[config.mk]
export PLATFORM = sky130hd
export DESIGN_NAME = dtm_fifo
export DESIGN_NICKNAME = d
export VERILOG_FILES = /design/src/rtl/assert_macros.svh /design/src/rtl/dtm_pkg.sv /design/src/rtl/dtm_fifo.sv
export SDC_FILE = /design/constraint.sdc
export NUM_CORES = 1
export LEC_CHECK = 0
export ABC_AREA = 1
export ABC_CLOCK_PERIOD_IN_PS = 10900
export BUFFER_PORTS_ARGS = -buffer_cell sky130_fd_sc_hd__buf_2
export CAP_MARGIN = 20
export CELL_PAD_IN_SITES_DETAIL_PLACEMENT = 0
export CELL_PAD_IN_SITES_GLOBAL_PLACEMENT = 1
export CORE_AREA = 3 3 120 122
export DETAILED_ROUTE_END_ITERATION = 6
export DIE_AREA = 0 0 123 125
export PLACE_DENSITY = 0.86
export SLEW_MARGIN = 0
export SYNTH_ARGS = -nofsm -noshare
export SYNTH_HDL_FRONTEND = slang
export SYNTH_SLANG_ARGS = --single-unit
[constraint.sdc]
create_clock -name clock -period 10.9 [get_ports clock]
set_clock_uncertainty 0.1 [all_clocks]
set_input_delay 3.27 -clock clock [delete_from_list [all_inputs] [get_ports clock]]
set_output_delay 3.27 -clock clock [all_outputs]
set_load 0.05 [all_outputs]
[src/rtl/assert_macros.svh]
// ----------------------------------------------------------------------------
// Assertion macros
// Concurrent check macros for the RTL. They compile to nothing when
// SYNTHESIS is defined.
// ----------------------------------------------------------------------------
`ifndef ASSERT_MACROS_SVH
`define ASSERT_MACROS_SVH

`ifndef SYNTHESIS

// Same-cycle implication check.
`define ASSERT_IMPLY(label, clk, rst, ante, cons) \
   label: assert property (@(posedge clk) disable iff (rst) (ante) |-> (cons)) \
      else $error("same-cycle implication check failed");

// Next-cycle implication check.
`define ASSERT_NEXT(label, clk, rst, ante, cons) \
   label: assert property (@(posedge clk) disable iff (rst) (ante) |=> (cons)) \
      else $error("next-cycle implication check failed");

`else

`define ASSERT_IMPLY(label, clk, rst, ante, cons)
`define ASSERT_NEXT(label, clk, rst, ante, cons)

`endif

`endif

[src/rtl/dtm_pkg.sv]
// ----------------------------------------------------------------------------
// dtm_pkg
// Types, sizes and constants of the dual trimmed-mean insulation voltage
// filter.
// ----------------------------------------------------------------------------
package dtm_pkg;

   // Block length and the divisor of the trimmed sums.
   localparam int SAMPLES_PER_BLOCK = 12;
   localparam int DIVISOR           = SAMPLES_PER_BLOCK - 2;
   localparam int CNT_W             = $clog2(SAMPLES_PER_BLOCK);

   // Field widths.
   localparam int SAMPLE_W = 12;
   localparam int SUM_W    = 16;
   localparam int SCALE_W  = 4;
   localparam int AVG_W    = 16;
   localparam int VOLT_W   = 24;
   localparam int FRAC_W   = 4;

   // Reset values.
   localparam logic [SCALE_W-1:0]  SCALE_RESET = SCALE_W'(5);
   localparam logic [SAMPLE_W-1:0] MIN_RESET   = {SAMPLE_W{1'b1}};

   // Pack voltage scaling: 5100 * 10000 / 100, then divided by 4096.
   localparam int VOLT_MULT   = 510000;
   localparam int VOLT_MULT_W = $clog2(VOLT_MULT + 1);
   localparam int VOLT_SHIFT  = 12;
   localparam int PAIR_W      = SUM_W + 1;
   localparam int PROD1_W     = PAIR_W + SCALE_W;
   localparam int PROD2_W     = PROD1_W + VOLT_MULT_W;

   // Divider lanes: numerator width and the rounded-up reciprocal of the
   // divisor. With a shift of numerator width plus divisor width, the
   // rounding error of the reciprocal never reaches the next quotient step.
   localparam int DIV_NUM_W     = PROD2_W - VOLT_SHIFT;
   localparam int DIVISOR_W     = $clog2(DIVISOR + 1);
   localparam int DIV_SHIFT     = DIV_NUM_W + DIVISOR_W;
   localparam longint unsigned DIV_RECIP_VAL =
      ((64'd1 << DIV_SHIFT) + 64'(DIVISOR) - 64'd1) / 64'(DIVISOR);
   localparam int DIV_RECIP_W   = $clog2(DIV_RECIP_VAL + 1);
   localparam logic [DIV_RECIP_W-1:0] DIV_RECIP = DIV_RECIP_W'(DIV_RECIP_VAL);
   localparam int DIV_PROD_W    = DIV_NUM_W + DIV_RECIP_W;

   // Queue between front and back.
   localparam int FIFO_DEPTH = 2;
   localparam int FIFO_PTR_W = $clog2(FIFO_DEPTH);
   localparam int FIFO_CNT_W = $clog2(FIFO_DEPTH + 1);

   // Input transaction.
   typedef struct packed {
      logic [SAMPLE_W-1:0] pos_sample;
      logic [SAMPLE_W-1:0] neg_sample;
   } req_type;

   // Result transaction.
   typedef struct packed {
      logic [AVG_W-1:0]  avg_pos;
      logic [AVG_W-1:0]  avg_neg;
      logic [VOLT_W-1:0] total_volt;
   } rsp_type;

   // Statistics of one finished block.
   typedef struct packed {
      logic [SUM_W-1:0]    sum_pos;
      logic [SAMPLE_W-1:0] max_pos;
      logic [SAMPLE_W-1:0] min_pos;
      logic [SUM_W-1:0]    sum_neg;
      logic [SAMPLE_W-1:0] max_neg;
      logic [SAMPLE_W-1:0] min_neg;
   } blk_type;

   // Divider lane control.
   typedef struct packed {
      logic load;
      logic step;
   } div_ctl_type;

   // Back-end sequencer states.
   typedef enum logic [2:0] {
      BK_IDLE,
      BK_SCALE,
      BK_MULT,
      BK_DIV,
      BK_OUT
   } bk_state_type;

endpackage

[src/rtl/dtm_fifo.sv]
// ----------------------------------------------------------------------------
// dtm_fifo
// Short queue of finished block statistics between the front and back ends.
// ----------------------------------------------------------------------------
module dtm_fifo (
   input  logic             clock,
   input  logic             reset,
   input  logic             wr_en,
   input  dtm_pkg::blk_type wr_data,
   output logic             wr_full,
   input  logic             rd_en,
   output dtm_pkg::blk_type rd_data,
   output logic             rd_empty
);
   import dtm_pkg::*;

   blk_type                slot_ff [FIFO_DEPTH];
   logic [FIFO_PTR_W-1:0]  wr_ptr_ff, wr_ptr_in;
   logic [FIFO_PTR_W-1:0]  rd_ptr_ff, rd_ptr_in;
   logic [FIFO_CNT_W-1:0]  count_ff,  count_in;
   logic                   do_wr, do_rd;

   assign wr_full  = (count_ff == FIFO_CNT_W'(FIFO_DEPTH));
   assign rd_empty = (count_ff == '0);
   assign do_wr    = wr_en && !wr_full;
   assign do_rd    = rd_en && !rd_empty;
   assign rd_data  = slot_ff[rd_ptr_ff];

   // Pointer and occupancy update.
   always_comb begin
      wr_ptr_in = wr_ptr_ff;
      rd_ptr_in = rd_ptr_ff;
      count_in  = count_ff;
      if (do_wr) begin
         wr_ptr_in = (wr_ptr_ff == FIFO_PTR_W'(FIFO_DEPTH - 1)) ? '0
                                                                : wr_ptr_ff + FIFO_PTR_W'(1);
      end
      if (do_rd) begin
         rd_ptr_in = (rd_ptr_ff == FIFO_PTR_W'(FIFO_DEPTH - 1)) ? '0
                                                                : rd_ptr_ff + FIFO_PTR_W'(1);
      end
      if (do_wr && !do_rd) begin
         count_in = count_ff + FIFO_CNT_W'(1);
      end else if (do_rd && !do_wr) begin
         count_in = count_ff - FIFO_CNT_W'(1);
      end
   end

   always_ff @(posedge clock) begin
      if (reset) begin
         wr_ptr_ff <= '0;
         rd_ptr_ff <= '0;
         count_ff  <= '0;
      end else begin
         wr_ptr_ff <= wr_ptr_in;
         rd_ptr_ff <= rd_ptr_in;
         count_ff  <= count_in;
      end
   end

   // Slot storage needs no reset.
   always_ff @(posedge clock) begin
      if (do_wr) begin
         slot_ff[wr_ptr_ff] <= wr_data;
      end
   end

endmodule

Yosys cells after proc, flatten, opt, wreduce, memory -nomap -nowiden. Memory sizes are Yosys's and may differ from the RTL's. A register that Yosys moved wholly into a read port is not among the register bits. Index checks and enable logic that the tools add are counted.

$add $sub $neg: 4. Equal/unequal tests: 1. Mux-type cells: 8. Reduce and logical (&&, ||, !) cells: 10.

Operators with widths (count): $mux 1 (6); $logic_and 1x1->1 (4); $logic_not 1->1 (4); $mux 2 (2); $add 1x1->1 const B (2); $add 2x1->2 const B (1); $eq 2x2->1 const B (1); $logic_not 2->1 (1); $reduce_bool 2->1 (1); $sub 2x1->2 const B (1).

Register bits: 4. Bits in writable memories: 160. Bits of input ports: 84. Output and inout bits: 82. Word-level logic and storage cells: 27. Memories: 1.

Memories: slot_ff (words 2, width 80, rd ports 1, clocked after memory_dff 1, write ports 1, line dtm_fifo.sv:17) `blk_type slot_ff [FIFO_DEPTH];`.

Logic depth before layout (Yosys ltp). Gate-level depths: netlist of the first run.

Depth in word-level cells: 7. Mapped depth: 10. Mapped depth without buffers: 10.

Least setup slack after synthesis of the first run. OpenSTA, ideal clock, no wires.

Path type: input to register. From: input wr_en. To: memory slot_ff[0][0] in the netlist's numbering (enable). Library setup time: 0.519 ns. Arrival: 6.675 ns. Data required time: 10.281 ns. Path slack: 3.607 ns. Stages: 2. Buffers on the path: 0. Path through: o21ai_2 > nor2_1.

Longest elaborated chain between the ends: 3.

Ends and longest elaborated chain: start, declared (line dtm_fifo.sv:8) `input logic wr_en,`; $logic_and 1x1->1 (line dtm_fifo.sv:25) `assign do_wr = wr_en && !wr_full;`; $mux 1 (line dtm_fifo.sv:63) `if (do_wr) begin`; $mux 1 (not written as such) (line dtm_fifo.sv:64) `slot_ff[wr_ptr_ff] <= wr_data;`; end, declared (line dtm_fifo.sv:17).

Every way passes these cells.

==> tab_implementation.tex, run 1 <==
\begin{tabular}{lr}
\hline
Metric & Value \\
\hline
\multicolumn{2}{l}{\textbf{Outcome}} \\
Result of the run & finished, final reports clean \\
\multicolumn{2}{l}{\textbf{Die}} \\
Top-level port count & 166 \\
Die area & 0.0154 sq mm \\
Vertical die dimension & 125 um \\
Site row count & 42 \\
Placeable core region & 0.0133 sq mm \\
Chip Width & 123 um \\
Initial Util & 48.3\% \\
\multicolumn{2}{l}{\textbf{Critical path}} \\
Worst setup path end & rd\_data[20] \\
Endpoint kind of the worst setup timing path & output port \\
Worst flop-to-flop path startpoint & count\_ff[0] \\
Data arrival time at the worst-slack endpoint & 2.31 ns \\
Crit start category & register \\
Worst-path fanout max & 47 \\
Setup slack of the most critical reg-to-reg path & 8.50 ns \\
Capture instance of the worst register-to-register path & slot\_ff[1][73] \\
Register-to-Register Path Depth & 3 \\
Required time of the critical path & 7.53 ns \\
Class of the most critical setup path & reg -> out \\
\multicolumn{2}{l}{\textbf{GRT}} \\
Via count of the first global-routing pass & 3096 \\
Pin count of the biggest net entering global routing & 64 \\
Wire length of the first global-routing pass & 16200 um \\
Number of antenna violations at the first check in global routing & 4 \\
GRT Residual Overflow & 0 \\
Aggregate global-route resource usage & 14.1\% \\
\multicolumn{2}{l}{\textbf{Clock network}} \\
Hold buffers post-CTS & 0 \\
Number of buffers added by the clock tree synthesis step & 17 \\
Post CTS Setup Buffer Count & 0 \\
Number of buffers on the longest clock path & 2 \\
Number of sinks handled by clock tree synthesis & 165 \\
Htree depth & 4 \\
Clock-pin slew of the registers on the worst-case setup and hold paths & 0.06 ns \\
CTS tree & done \\
Root Buffer Master & sky130\_fd\_sc\_hd\_\_clkbuf\_16 \\
Post\_cts resized & 0 \\
Clock Latency Late Sink & 0.40 ns \\
\multicolumn{2}{l}{\textbf{Final layout}} \\
Share of final-layout standard cells stronger than drive strength 1 & 58.4\% \\
Leading cell types in the layout, fill and taps excluded & sky130\_fd\_sc\_hd\_\_buf\_2, sky130\_fd\_sc\_hd\_\_edfxtp\_1, sky130\_fd\_sc\_hd\_\_mux2\_4 \\
Util after Layout & 59.4\% \\
FILL cells & 991 \\
Commonest non-fill, non-tap cell in the layout & sky130\_fd\_sc\_hd\_\_buf\_2 \\
Inserted Diodes & 0 \\
Final nets & 550 \\
Layout area overhead & 22.9\% \\
Non-Filler Instances & 654 \\
\multicolumn{2}{l}{\textbf{Synthesis}} \\
Share of Yosys cell area claimed by the top area cell type & 74.8\% \\
Number of synthesized register bits & 165 \\
Cell type with the largest total area after synthesis & sky130\_fd\_sc\_hd\_\_edfxtp\_1 \\
Post-Syn Area & 0.00642 sq mm \\
Post-synth cell types & 16 \\
Total of warnings raised by yosys & 0 \\
Synthesized netlist net count & 371 \\
Number of instances in the synthesized netlist & 286 \\
Sequential area share after synthesis & 76.4\% \\
Mean post-synth cell area & 22.5 sq um \\
Ranking of synthesized cells by area & sky130\_fd\_sc\_hd\_\_edfxtp\_1, sky130\_fd\_sc\_hd\_\_mux2\_4, sky130\_fd\_sc\_hd\_\_buf\_12 \\
\multicolumn{2}{l}{\textbf{Run}} \\
Number of max-capacitance violations reported & 0 \\
\multicolumn{2}{l}{\textbf{Power}} \\
Lkg Pwr & 3.13 nW \\
IR drop worst, VDD & 0.000165 V \\
Total power divided by cell area & 263 mW/mm\^{}2 \\
Tot Pwr & 2.07 mW \\
\multicolumn{2}{l}{\textbf{Drt}} \\
Number of vias per cell & 4.86 \\
Detailed-route wire length & 11000 um \\
Routed vias & 3179 \\
1st-pass router iterations & 4 \\
Iter 0 DRT Violations & 142 \\
Number of remaining DRC errors & 0 \\
Routed wirelength normalized by instance count & 16.7 um \\
Final ANT Viol Nets & 0 \\
\multicolumn{2}{l}{\textbf{Placed design}} \\
Placed Instances & 621 \\
Port Buf Inserts & 165 \\
DP Wirelength & 7260 um \\
Final RePlAce weighted congestion & 0.734 \\
\multicolumn{2}{l}{\textbf{Timing}} \\
Max Freq & 0.176 GHz \\
Setup repair after global routing missed its margin & no \\
Accumulated negative setup slack & 0 ns \\
Max-slew headroom & 42.7\% \\
Worst Tran Pin Value & 0.859 ns \\
Final max-slew violation count & 0 \\
Final hold violation count & 0 \\
Min cycle time layout & 5.68 ns \\
Final worst-path cycle share & 52.1\% \\
Final setup vio count & 0 \\
\multicolumn{2}{l}{\textbf{Hold path}} \\
Classification of the worst-slack hold path & reg -> reg \\
\hline
\end{tabular}
[logic make-up (layout without fill, tap and decap cells)]
| logic type | after synthesis | after routing | synth area share, % |
|---|---|---|---|
| AO/OA/AOI/OAI | 6 | 6 | 0.526 |
| adder cells (fa/ha/maj) | 1 | 1 | 0.195 |
| buffers and inverters | 18 | 210 | 3.19 |
| flip-flops | 165 | 165 | 76.4 |
| multiplexers | 80 | 80 | 18.7 |
| AND/OR/NAND/NOR | 16 | 16 | 1.03 |
[synthesized netlist by cell type, drive strengths merged]
cell and n:
edfxtp 160, nand4 1, nand3 1, nor2 9, mux2 80, dfxtp 5
nand2 4, o21ai 5, and2 1, a21oi 1, ha 1, inv 9
buf 9
[metrics by stage]
step / worst slack [ns] / hold slack (ns) / cell area (sq um)
after floorplan: 3.61 / 0.375 / 6420
after global placement: 5.42 / 0.422 / 7340
after detailed placement: 5.39 / 0.436 / 7340
after CTS: 4.94 / 0.451 / 7870
after global routing: 5.11 / 0.469 / 7900
final: 5.22 / 0.445 / 7900
[worst max-delay path, stage by stage, from the launching register on]
cell,delay [ns]
sky130_fd_sc_hd__dfxtp_4,0.55
sky130_fd_sc_hd__buf_4,0.40
sky130_fd_sc_hd__buf_16,0.34
sky130_fd_sc_hd__mux2_4,0.34
sky130_fd_sc_hd__buf_2,0.21
[metal layers]
| metal | track usage, % | part of all wire, % | vias up | routed length [um] |
|---|---|---|---|---|
| met3 | 5.60 | 8.9 | 26 | 973 |
| met1 | 17.9 | 43 | 1536 | 4680 |
| met5 | 0 | 0.37 | - | 40 |
| met4 | 5.93 | 1.9 | 8 | 208 |
| li1 | - | - | 1473 | - |
| met2 | 21.7 | 46 | 136 | 5050 |
[worst min path at each step]
stage                     slack, ns   endpoint       from  cells past startpoint
after floorplan                0.38  wr_ptr_ff  wr_ptr_ff                      2
after global placement         0.42  wr_ptr_ff  wr_ptr_ff                      2
after detailed placement       0.44  wr_ptr_ff  wr_ptr_ff                      2
after CTS                      0.45  wr_ptr_ff  wr_ptr_ff                      2
after global routing           0.47  wr_ptr_ff  wr_ptr_ff                      2
final                          0.45  wr_ptr_ff  wr_ptr_ff                      2
[power by group]
part / switching (mW) / internal, mW / leakage, nW
clock: 0.217 / 0.311 / 0.256
sequential: 0.0336 / 0.804 / 1.53
combinational: 0.484 / 0.223 / 1.34
total: 0.735 / 1.34 / 3.13
[final cells by class]
type / count / area [sq um] / share of cell area (%)
flip-flops and latches: 165 / 4910 / 62.2
multi-input cells: 103 / 1330 / 16.8
repair buffers: 169 / 876 / 11.1
clock buffers: 21 / 440 / 5.58
well taps: 176 / 220 / 2.79
clock inverters: 11 / 90.1 / 1.14
inverters: 9 / 33.8 / 0.428
[flip-flops by register name, indices dropped and copies added (netlist names), named ones only]
register / cells
count_ff: 2
rd_ptr_ff: 1
slot_ff: 160
wr_ptr_ff: 1
(Power assumes the default switching activity.)
==> run 2, diff against run 1 <==
- ABC_CLOCK_PERIOD_IN_PS: 10900 -> 5900
- CORE_AREA: 3 3 120 122 -> 3 3 124 126
- DIE_AREA: 0 0 123 125 -> 0 0 127 129
- PLACE_DENSITY: 0.86 -> 0.82
- clock period: 10.9 -> 5.9 ns (I/O delays scaled with it)
==> run 2 against run 1 <==
Count of clock-buffer cells in the layout is 3 higher; setup slack worse by 3.4 ns; sequential share of layout area is 0.57 points lower; critical path type unchanged.
==> tab_implementation.tex, run 2 (synthesis gave the netlist of run 1 again) <==
\begin{tabular}{lr}
\hline
Metric & Value \\
\hline
\multicolumn{2}{l}{\textbf{Outcome}} \\
Result of the run & finished, final reports clean (unchanged) \\
\multicolumn{2}{l}{\textbf{Die}} \\
Vertical die dimension & 129 um (was 125 um) \\
Chip Width & 127 um (was 123 um) \\
Die area & 0.0164 sq mm (was 0.0154 sq mm) \\
Placeable core region & 0.0144 sq mm (was 0.0133 sq mm) \\
Initial Util & 44.5\% (was 48.3\%) \\
Site row count & 44 (was 42) \\
Top-level port count & 166 (unchanged) \\
\multicolumn{2}{l}{\textbf{Critical path}} \\
Class of the most critical setup path & reg -> out (unchanged) \\
Endpoint kind of the worst setup timing path & output port (unchanged) \\
Cell Chain, Critical Path & buf\_4 -> mux2\_4 -> buf\_2 (was buf\_4 -> buf\_16 -> mux2\_4 -> buf\_2) \\
Crit start category & register (unchanged) \\
Critical Path Max Stage Delay & 0.63 ns (was 0.55 ns) \\
Required time of the critical path & 4.03 ns (was 7.53 ns) \\
Number of buffer and inverter stages on the critical path & 2 (was 3) \\
Worst-path fanout max & 29 (was 47) \\
Critical-path cell with the highest stage delay & sky130\_fd\_sc\_hd\_\_dfxtp\_4 (unchanged) \\
Dominant delay contributor by cell family on the critical path & buffers and inverters (unchanged) \\
Data arrival time at the worst-slack endpoint & 2.20 ns (was 2.31 ns) \\
\multicolumn{2}{l}{\textbf{Power}} \\
Total power divided by cell area & 492 mW/mm\^{}2 (was 263 mW/mm\^{}2) \\
Tot Pwr & 3.92 mW (was 2.07 mW) \\
Lkg Pwr & 3.17 nW (was 3.13 nW) \\
IR drop worst, VDD & 0.000245 V (was 0.000165 V) \\
\multicolumn{2}{l}{\textbf{Drt}} \\
Detailed-route wire length & 10900 um (was 11000 um) \\
Routed vias & 3093 (was 3179) \\
Number of remaining DRC errors & 0 (unchanged) \\
Final ANT Viol Nets & 0 (unchanged) \\
Routed wirelength normalized by instance count & 16.4 um (was 16.7 um) \\
Iter 0 DRT Violations & 150 (was 142) \\
1st-pass router iterations & 4 (unchanged) \\
Number of vias per cell & 4.67 (was 4.86) \\
\multicolumn{2}{l}{\textbf{Final layout}} \\
Leading cell types in the layout, fill and taps excluded & sky130\_fd\_sc\_hd\_\_buf\_2, sky130\_fd\_sc\_hd\_\_edfxtp\_1, sky130\_fd\_sc\_hd\_\_mux2\_4 (unchanged) \\
Number of flip-flops under the largest register name & 160 (unchanged) \\
Largest Register & slot\_ff (unchanged) \\
Final nets & 550 (unchanged) \\
FILL cells & 1137 (was 991) \\
Commonest non-fill, non-tap cell in the layout & sky130\_fd\_sc\_hd\_\_buf\_2 (unchanged) \\
Layout area overhead & 24.1\% (was 22.9\%) \\
Util after Layout & 55.3\% (was 59.4\%) \\
Inserted Diodes & 0 (unchanged) \\
Largest registers in the final layout & slot\_ff: 160 flops, count\_ff: 2 flops (unchanged) \\
Share of final-layout standard cells stronger than drive strength 1 & 59.0\% (was 58.4\%) \\
\multicolumn{2}{l}{\textbf{Timing}} \\
Max-slew headroom & 31.6\% (was 42.7\%) \\
Tightest hold margin & 0.443 ns (was 0.445 ns) \\
Final worst-path cycle share & 68.9\% \\
Worst Tran Pin Value & 1.02 ns (was 0.859 ns) \\
Final hold violation count & 0 (unchanged) \\
Min cycle time layout & 4.07 ns \\
Setup repair after global routing missed its margin & no (unchanged) \\
Final setup vio count & 0 (unchanged) \\
Accumulated negative setup slack & 0 ns (unchanged) \\
Max Freq & 0.246 GHz \\
Final max-slew violation count & 0 (unchanged) \\
\multicolumn{2}{l}{\textbf{Clock network}} \\
Number of buffers on the longest clock path & 2 (unchanged) \\
CTS tree & done (unchanged) \\
Clock-pin slew of the registers on the worst-case setup and hold paths & 0.06 ns (about the same) \\
Post CTS Setup Buffer Count & 0 (unchanged) \\
Htree depth & 4 (unchanged) \\
Number of sinks handled by clock tree synthesis & 165 (unchanged) \\
Clock Latency Late Sink & 0.41 ns (was 0.40 ns) \\
Hold buffers post-CTS & 0 (unchanged) \\
Post\_cts resized & 0 (unchanged) \\
Root Buffer Master & sky130\_fd\_sc\_hd\_\_clkbuf\_16 (unchanged) \\
Number of buffers added by the clock tree synthesis step & 17 (unchanged) \\
\multicolumn{2}{l}{\textbf{Hold path}} \\
Classification of the worst-slack hold path & reg -> reg (unchanged) \\
\multicolumn{2}{l}{\textbf{GRT}} \\
GRT Residual Overflow & 0 (unchanged) \\
Via count of the first global-routing pass & 3205 (was 3096) \\
Wire length of the first global-routing pass & 16100 um (was 16200 um) \\
Number of antenna violations at the first check in global routing & 0 (was 4) \\
Pin count of the biggest net entering global routing & 55 (was 64) \\
Aggregate global-route resource usage & 13.2\% (was 14.1\%) \\
\multicolumn{2}{l}{\textbf{Placed design}} \\
DP Wirelength & 7250 um (was 7260 um) \\
Port Buf Inserts & 165 (unchanged) \\
Final RePlAce weighted congestion & 0.714 (was 0.734) \\
\multicolumn{2}{l}{\textbf{Run}} \\
Number of max-capacitance violations reported & 0 (unchanged) \\
\hline
\end{tabular}
## run 2: changes by cell type in the layout (fill, tap and decap cells not counted), sizes merged
cell      previous run  this run
clkbuf              21        24
clkinv               8         4
clkinvlp             2         1
inv                  9        10
bufinv               1         2
## run 2: worst min-delay path, delay by kind of cell (launching register included)
family,cells,cell delay [ns]
DFF,1,0.34
and+or+nand+nor,2,0.16
## run 2: final timing paths
path                from       endpoint  slack [ns]  depth (start not counted)
max             register    rd_data[77]        1.83                          3
min            wr_ptr_ff      wr_ptr_ff        0.44                          2
max reg2reg  count_ff[0]  slot_ff[0][8]        3.70                          3
min reg2reg    wr_ptr_ff      wr_ptr_ff        0.44                          2
## run 2: layout make-up
type / count / area (sq um) / share of cell area, %
Clock buffer: 24 / 492 / 6.17
Clock inverter: 8 / 96.3 / 1.21
Inverter: 9 / 33.8 / 0.424
Multi-Input combinational cell: 103 / 1330 / 16.7
Sequential cell: 165 / 4910 / 61.6
Tap cell: 184 / 230 / 2.89
Timing Repair Buffer: 169 / 881 / 11.1
## run 2: per-stage QoR
step	setup WS, ns	instances	area [sq um]
floorplan	0.107	286	6420
global placement	2.25	630	7380
detailed placement	2.23	630	7380
CTS	1.78	662	7970
global route	1.71	662	7970
finish	1.83	662	7970
## run 2: layer usage
metal  share of wire [%]  wire, um  GRT usage [%]  vias to the layer above
li1                    -         -              -                     1474
met1                  40      4340           14.6                     1494
met2                  52      5600           22.9                      113
met3                 7.5       816           5.85                       12
met4                 1.1       120           4.35                        0
met5                   0         0              0                        -
## run 2: power by group
group / leakage (nW) / switching, mW / internal [mW]
Combinational: 1.34 / 0.885 / 0.414
Sequential: 1.53 / 0.0703 / 1.48
Clock: 0.290 / 0.404 / 0.666
Total: 3.17 / 1.36 / 2.56
==> run 3, diff against run 2 <==
- ABC_AREA: 1 -> 0
- ABC_CLOCK_PERIOD_IN_PS: 5900 -> 4100
- CORE_AREA: 3 3 124 126 -> 3 3 122 124
- DIE_AREA: 0 0 127 129 -> 0 0 125 127
- PLACE_DENSITY: 0.82 -> 0.8
- clock period: 5.9 -> 4.1 ns (I/O delays scaled with it)
==> run 3 against run 2 <==
Flip-flop and latch count stayed put; first-iteration DRC count is 55% higher; register-to-register slack worse by 1.6 ns; hold slack worse by 0.037 ns; total power is 43% higher; global-route usage is 0.55 points higher; design area is 4.5% lower; non-clock buffer count is 1 lower; synthesized area is 7.1% lower; sequential power is 44% higher; sequential share of layout area is 2.9 points higher; synthesized cell count is 4.2% lower; critical endpoint is now rd_data[67]; largest power group unchanged.
==> tab_implementation.tex, run 3 <==
\begin{tabular}{lr}
\hline
Metric & Value \\
\hline
\multicolumn{2}{l}{\textbf{Placed design}} \\
DP Wirelength & 6970 um (was 7250 um) \\
Final RePlAce weighted congestion & 0.706 (was 0.714) \\
Placed Instances & 613 (was 630) \\
Setup Slack @ Placement & 1.12 ns (was 2.23 ns) \\
Port Buf Inserts & 165 (unchanged) \\
Placed standard-cell area & 0.00704 sq mm (was 0.00738 sq mm) \\
\multicolumn{2}{l}{\textbf{Timing}} \\
Setup repair after global routing missed its margin & no (unchanged) \\
Final max-slew violation count & 0 (unchanged) \\
Final hold violation count & 0 (unchanged) \\
Max Freq & 0.297 GHz \\
Worst Tran Pin Value & 0.558 ns (was 1.02 ns) \\
Final critical-path setup slack & 0.731 ns (was 1.83 ns) \\
Min cycle time layout & 3.37 ns \\
Max-slew headroom & 62.8\% (was 31.6\%) \\
Accumulated negative setup slack & 0 ns (unchanged) \\
Final setup vio count & 0 (unchanged) \\
Final worst-path cycle share & 82.2\% \\
\multicolumn{2}{l}{\textbf{Synthesis}} \\
Synthesized netlist net count & 359 (was 371) \\
Total of warnings raised by yosys & 0 (unchanged) \\
Post-Syn Area & 0.00597 sq mm (was 0.00642 sq mm) \\
Number of synthesized register bits & 165 (unchanged) \\
Number of flops mapped to enable cells by yosys & 160 (unchanged) \\
Most numerous cell in the Yosys netlist & sky130\_fd\_sc\_hd\_\_edfxtp\_1 (unchanged) \\
Number of instances in the synthesized netlist & 274 (was 286) \\
Share of Yosys cell area claimed by the top area cell type & 80.5\% (was 74.8\%) \\
Sequential area share after synthesis & 82.2\% (was 76.4\%) \\
Cell type with the largest total area after synthesis & sky130\_fd\_sc\_hd\_\_edfxtp\_1 (unchanged) \\
Synth top cells by count & sky130\_fd\_sc\_hd\_\_edfxtp\_1, sky130\_fd\_sc\_hd\_\_mux2\_2, sky130\_fd\_sc\_hd\_\_buf\_2 (was sky130\_fd\_sc\_hd\_\_edfxtp\_1, sky130\_fd\_sc\_hd\_\_mux2\_4, sky130\_fd\_sc\_hd\_\_inv\_1, sky130\_fd\_sc\_hd\_\_nor2\_1, sky130\_fd\_sc\_hd\_\_buf\_12) \\
Dominant register cell in the synthesized netlist & sky130\_fd\_sc\_hd\_\_edfxtp\_1 (unchanged) \\
Ranking of synthesized cells by area & sky130\_fd\_sc\_hd\_\_edfxtp\_1, sky130\_fd\_sc\_hd\_\_mux2\_2, sky130\_fd\_sc\_hd\_\_dfxtp\_1 (was sky130\_fd\_sc\_hd\_\_edfxtp\_1, sky130\_fd\_sc\_hd\_\_mux2\_4, sky130\_fd\_sc\_hd\_\_buf\_12) \\
Post-synth cell types & 13 (was 16) \\
Asr flop ratio synth & 0\% (unchanged) \\
Mean post-synth cell area & 21.8 sq um (was 22.5 sq um) \\
\multicolumn{2}{l}{\textbf{Clock network}} \\
Number of buffers on the longest clock path & 2 (unchanged) \\
Number of buffers added by the clock tree synthesis step & 17 (unchanged) \\
Number of sinks handled by clock tree synthesis & 165 (unchanged) \\
Htree depth & 4 (unchanged) \\
Root Buffer Master & sky130\_fd\_sc\_hd\_\_clkbuf\_16 (unchanged) \\
Hold buffers post-CTS & 0 (unchanged) \\
Clock-pin slew of the registers on the worst-case setup and hold paths & 0.06 ns (about the same) \\
Post\_cts resized & 0 (unchanged) \\
Clock Latency Late Sink & 0.41 ns (about the same) \\
CTS tree & done (unchanged) \\
Post CTS Setup Buffer Count & 0 (unchanged) \\
\multicolumn{2}{l}{\textbf{GRT}} \\
Pin count of the biggest net entering global routing & 81 (was 55) \\
Wire length of the first global-routing pass & 16500 um (was 16100 um) \\
Via count of the first global-routing pass & 3207 (was 3205) \\
GRT Residual Overflow & 0 (unchanged) \\
Aggregate global-route resource usage & 13.8\% (was 13.2\%) \\
Number of antenna violations at the first check in global routing & 0 (unchanged) \\
\multicolumn{2}{l}{\textbf{Final layout}} \\
Inserted Diodes & 0 (unchanged) \\
Final design area excluding fillers & 0.00761 sq mm (was 0.00797 sq mm) \\
Number of flip-flops under the largest register name & 160 (unchanged) \\
Largest Register & slot\_ff (unchanged) \\
Share of final-layout standard cells stronger than drive strength 1 & 60.0\% (was 59.0\%) \\
Non-Filler Instances & 645 (was 662) \\
Commonest non-fill, non-tap cell in the layout & sky130\_fd\_sc\_hd\_\_buf\_2 (unchanged) \\
Layout area overhead & 27.5\% (was 24.1\%) \\
Largest registers in the final layout & slot\_ff: 160 flops, count\_ff: 2 flops (unchanged) \\
Final nets & 537 (was 550) \\
Leading cell types in the layout, fill and taps excluded & sky130\_fd\_sc\_hd\_\_buf\_2, sky130\_fd\_sc\_hd\_\_edfxtp\_1, sky130\_fd\_sc\_hd\_\_mux2\_2 (was sky130\_fd\_sc\_hd\_\_buf\_2, sky130\_fd\_sc\_hd\_\_edfxtp\_1, sky130\_fd\_sc\_hd\_\_mux2\_4) \\
\multicolumn{2}{l}{\textbf{Critical path}} \\
Setup slack of the most critical reg-to-reg path & 2.13 ns (was 3.70 ns) \\
Critical-path cell with the highest stage delay & sky130\_fd\_sc\_hd\_\_dfxtp\_4 (unchanged) \\
Crit start category & register (unchanged) \\
Cell Chain, Critical Path & buf\_12 -> mux2\_2 -> buf\_2 (was buf\_4 -> mux2\_4 -> buf\_2) \\
Dominant delay contributor by cell family on the critical path & flip-flops (was buffers and inverters) \\
Worst-path fanout max & 42 (was 29) \\
Endpoint kind of the worst setup timing path & output port (unchanged) \\
Number of buffer and inverter stages on the critical path & 2 (unchanged) \\
Capture instance of the worst register-to-register path & slot\_ff[1][3] (was slot\_ff[0][8]) \\
Register-to-Register Path Depth & 4 (was 3) \\
Data arrival time at the worst-slack endpoint & 2.04 ns (was 2.20 ns) \\
Class of the most critical setup path & reg -> out (unchanged) \\
Required time of the critical path & 2.77 ns (was 4.03 ns) \\
Worst flop-to-flop path startpoint & count\_ff[1] (was count\_ff[0]) \\
Critical Path Max Stage Delay & 0.69 ns (was 0.63 ns) \\
\multicolumn{2}{l}{\textbf{Die}} \\
Vertical die dimension & 127 um (was 129 um) \\
Initial Util & 43.0\% (was 44.5\%) \\
Die area & 0.0159 sq mm (was 0.0164 sq mm) \\
Placeable core region & 0.0139 sq mm (was 0.0144 sq mm) \\
Chip Width & 125 um (was 127 um) \\
Site row count & 43 (was 44) \\
Top-level port count & 166 (unchanged) \\
\multicolumn{2}{l}{\textbf{Hold path}} \\
Hold Startpoint & wr\_ptr\_ff (unchanged) \\
Classification of the worst-slack hold path & reg -> reg (unchanged) \\
End point of the most critical hold path & wr\_ptr\_ff (unchanged) \\
Number of cells on the worst hold path & 2 (unchanged) \\
\multicolumn{2}{l}{\textbf{Outcome}} \\
Result of the run & finished, final reports clean (unchanged) \\
\multicolumn{2}{l}{\textbf{Drt}} \\
Number of vias per cell & 4.81 (was 4.67) \\
Detailed-route wire length & 10700 um (was 10900 um) \\
1st-pass router iterations & 4 (unchanged) \\
Routed vias & 3101 (was 3093) \\
Iter 0 DRT Violations & 233 (was 150) \\
Number of remaining DRC errors & 0 (unchanged) \\
Final ANT Viol Nets & 0 (unchanged) \\
Routed wirelength normalized by instance count & 16.7 um (was 16.4 um) \\
\multicolumn{2}{l}{\textbf{Power}} \\
Total power divided by cell area & 737 mW/mm\^{}2 (was 492 mW/mm\^{}2) \\
Lkg Pwr & 2.82 nW (was 3.17 nW) \\
IR drop worst, VDD & 0.000487 V (was 0.000245 V) \\
\multicolumn{2}{l}{\textbf{Run}} \\
Number of max-capacitance violations reported & 0 (unchanged) \\
\hline
\end{tabular}
run 3: cell types whose count changed in the layout (fill, tap and decap cells not counted), sizes merged, moves of 2 or more:
cell	change
inv	-9
clkbuf	-6
clkinvlp	+5
nand2	-4
nor2	-4
clkinv	+3
xor2	+3
o21ai	-2
or3	+2
run 3: per-stage QoR:
stage	util (%)	power [mW]	hold slack, ns
floorplan	-	3.74	0.352
global placement	50.7	4.15	0.375
detailed placement	50.7	4.17	0.384
CTS	54.8	5.68	0.402
global route	54.8	5.84	0.414
finish	54.8	5.61	0.406
run 3: per-layer routing:
| layer | GRT usage (%) | share of wire (%) | up-vias |
|---|---|---|---|
| li1 | - | - | 1444 |
| met1 | 17.4 | 42 | 1519 |
| met2 | 21.4 | 49 | 124 |
| met3 | 5.23 | 7.7 | 14 |
| met4 | 6.12 | 1.6 | 0 |
| met5 | 0 | 0 | - |
run 3: cell families after synthesis:
| kind of cell | share of synthesized area, % |
|---|---|
| AO/OA/AOI/OAI | 0.419 |
| XOR/XNOR | 0.440 |
| adder cells (fa/ha/maj) | 0.210 |
| buffers and inverters | 0.880 |
| flip-flops | 82.2 |
| multiplexers | 15.1 |
| AND/OR/NAND/NOR | 0.776 |
run 3: worst min-delay path, stage by stage (launching register included):
cell and delay [ns]:
sky130_fd_sc_hd__dfxtp_1 0.32, sky130_fd_sc_hd__o21ai_0 0.07, sky130_fd_sc_hd__a21oi_1 0.06
run 3: area by class of cell:
type / instances / area [sq um]
sequential: 165 / 4910
inverter: 2 / 8.76
multi-input combinational: 98 / 1010
tap: 180 / 225
timing repair buffer: 168 / 886
clock buffer: 18 / 429
fill: 1115 / 6270
clock inverter: 14 / 138
run 3: power breakdown:
| part | internal, mW | leakage, nW | total [mW] | switching [mW] |
|---|---|---|---|---|
| sequential | 2.12 | 1.54 | 2.23 | 0.106 |
| combinational | 0.527 | 1.03 | 1.89 | 1.36 |
| clock | 0.887 | 0.254 | 1.49 | 0.607 |
run 3: worst max path at each step:
stage | cells after the start | endpoint | slack [ns] | startpoint
6_report | 3 | rd_data[67] | 0.73 | register
4_1_cts | 3 | rd_data[31] | 0.66 | register
5_1_grt | 3 | rd_data[19] | 0.58 | register
3_5_place_dp | 3 | rd_data[31] | 1.12 | register
3_3_place_gp | 3 | rd_data[31] | 1.13 | register
2_1_floorplan | 3 | slot_ff[1][0] | 0.26 | wr_en
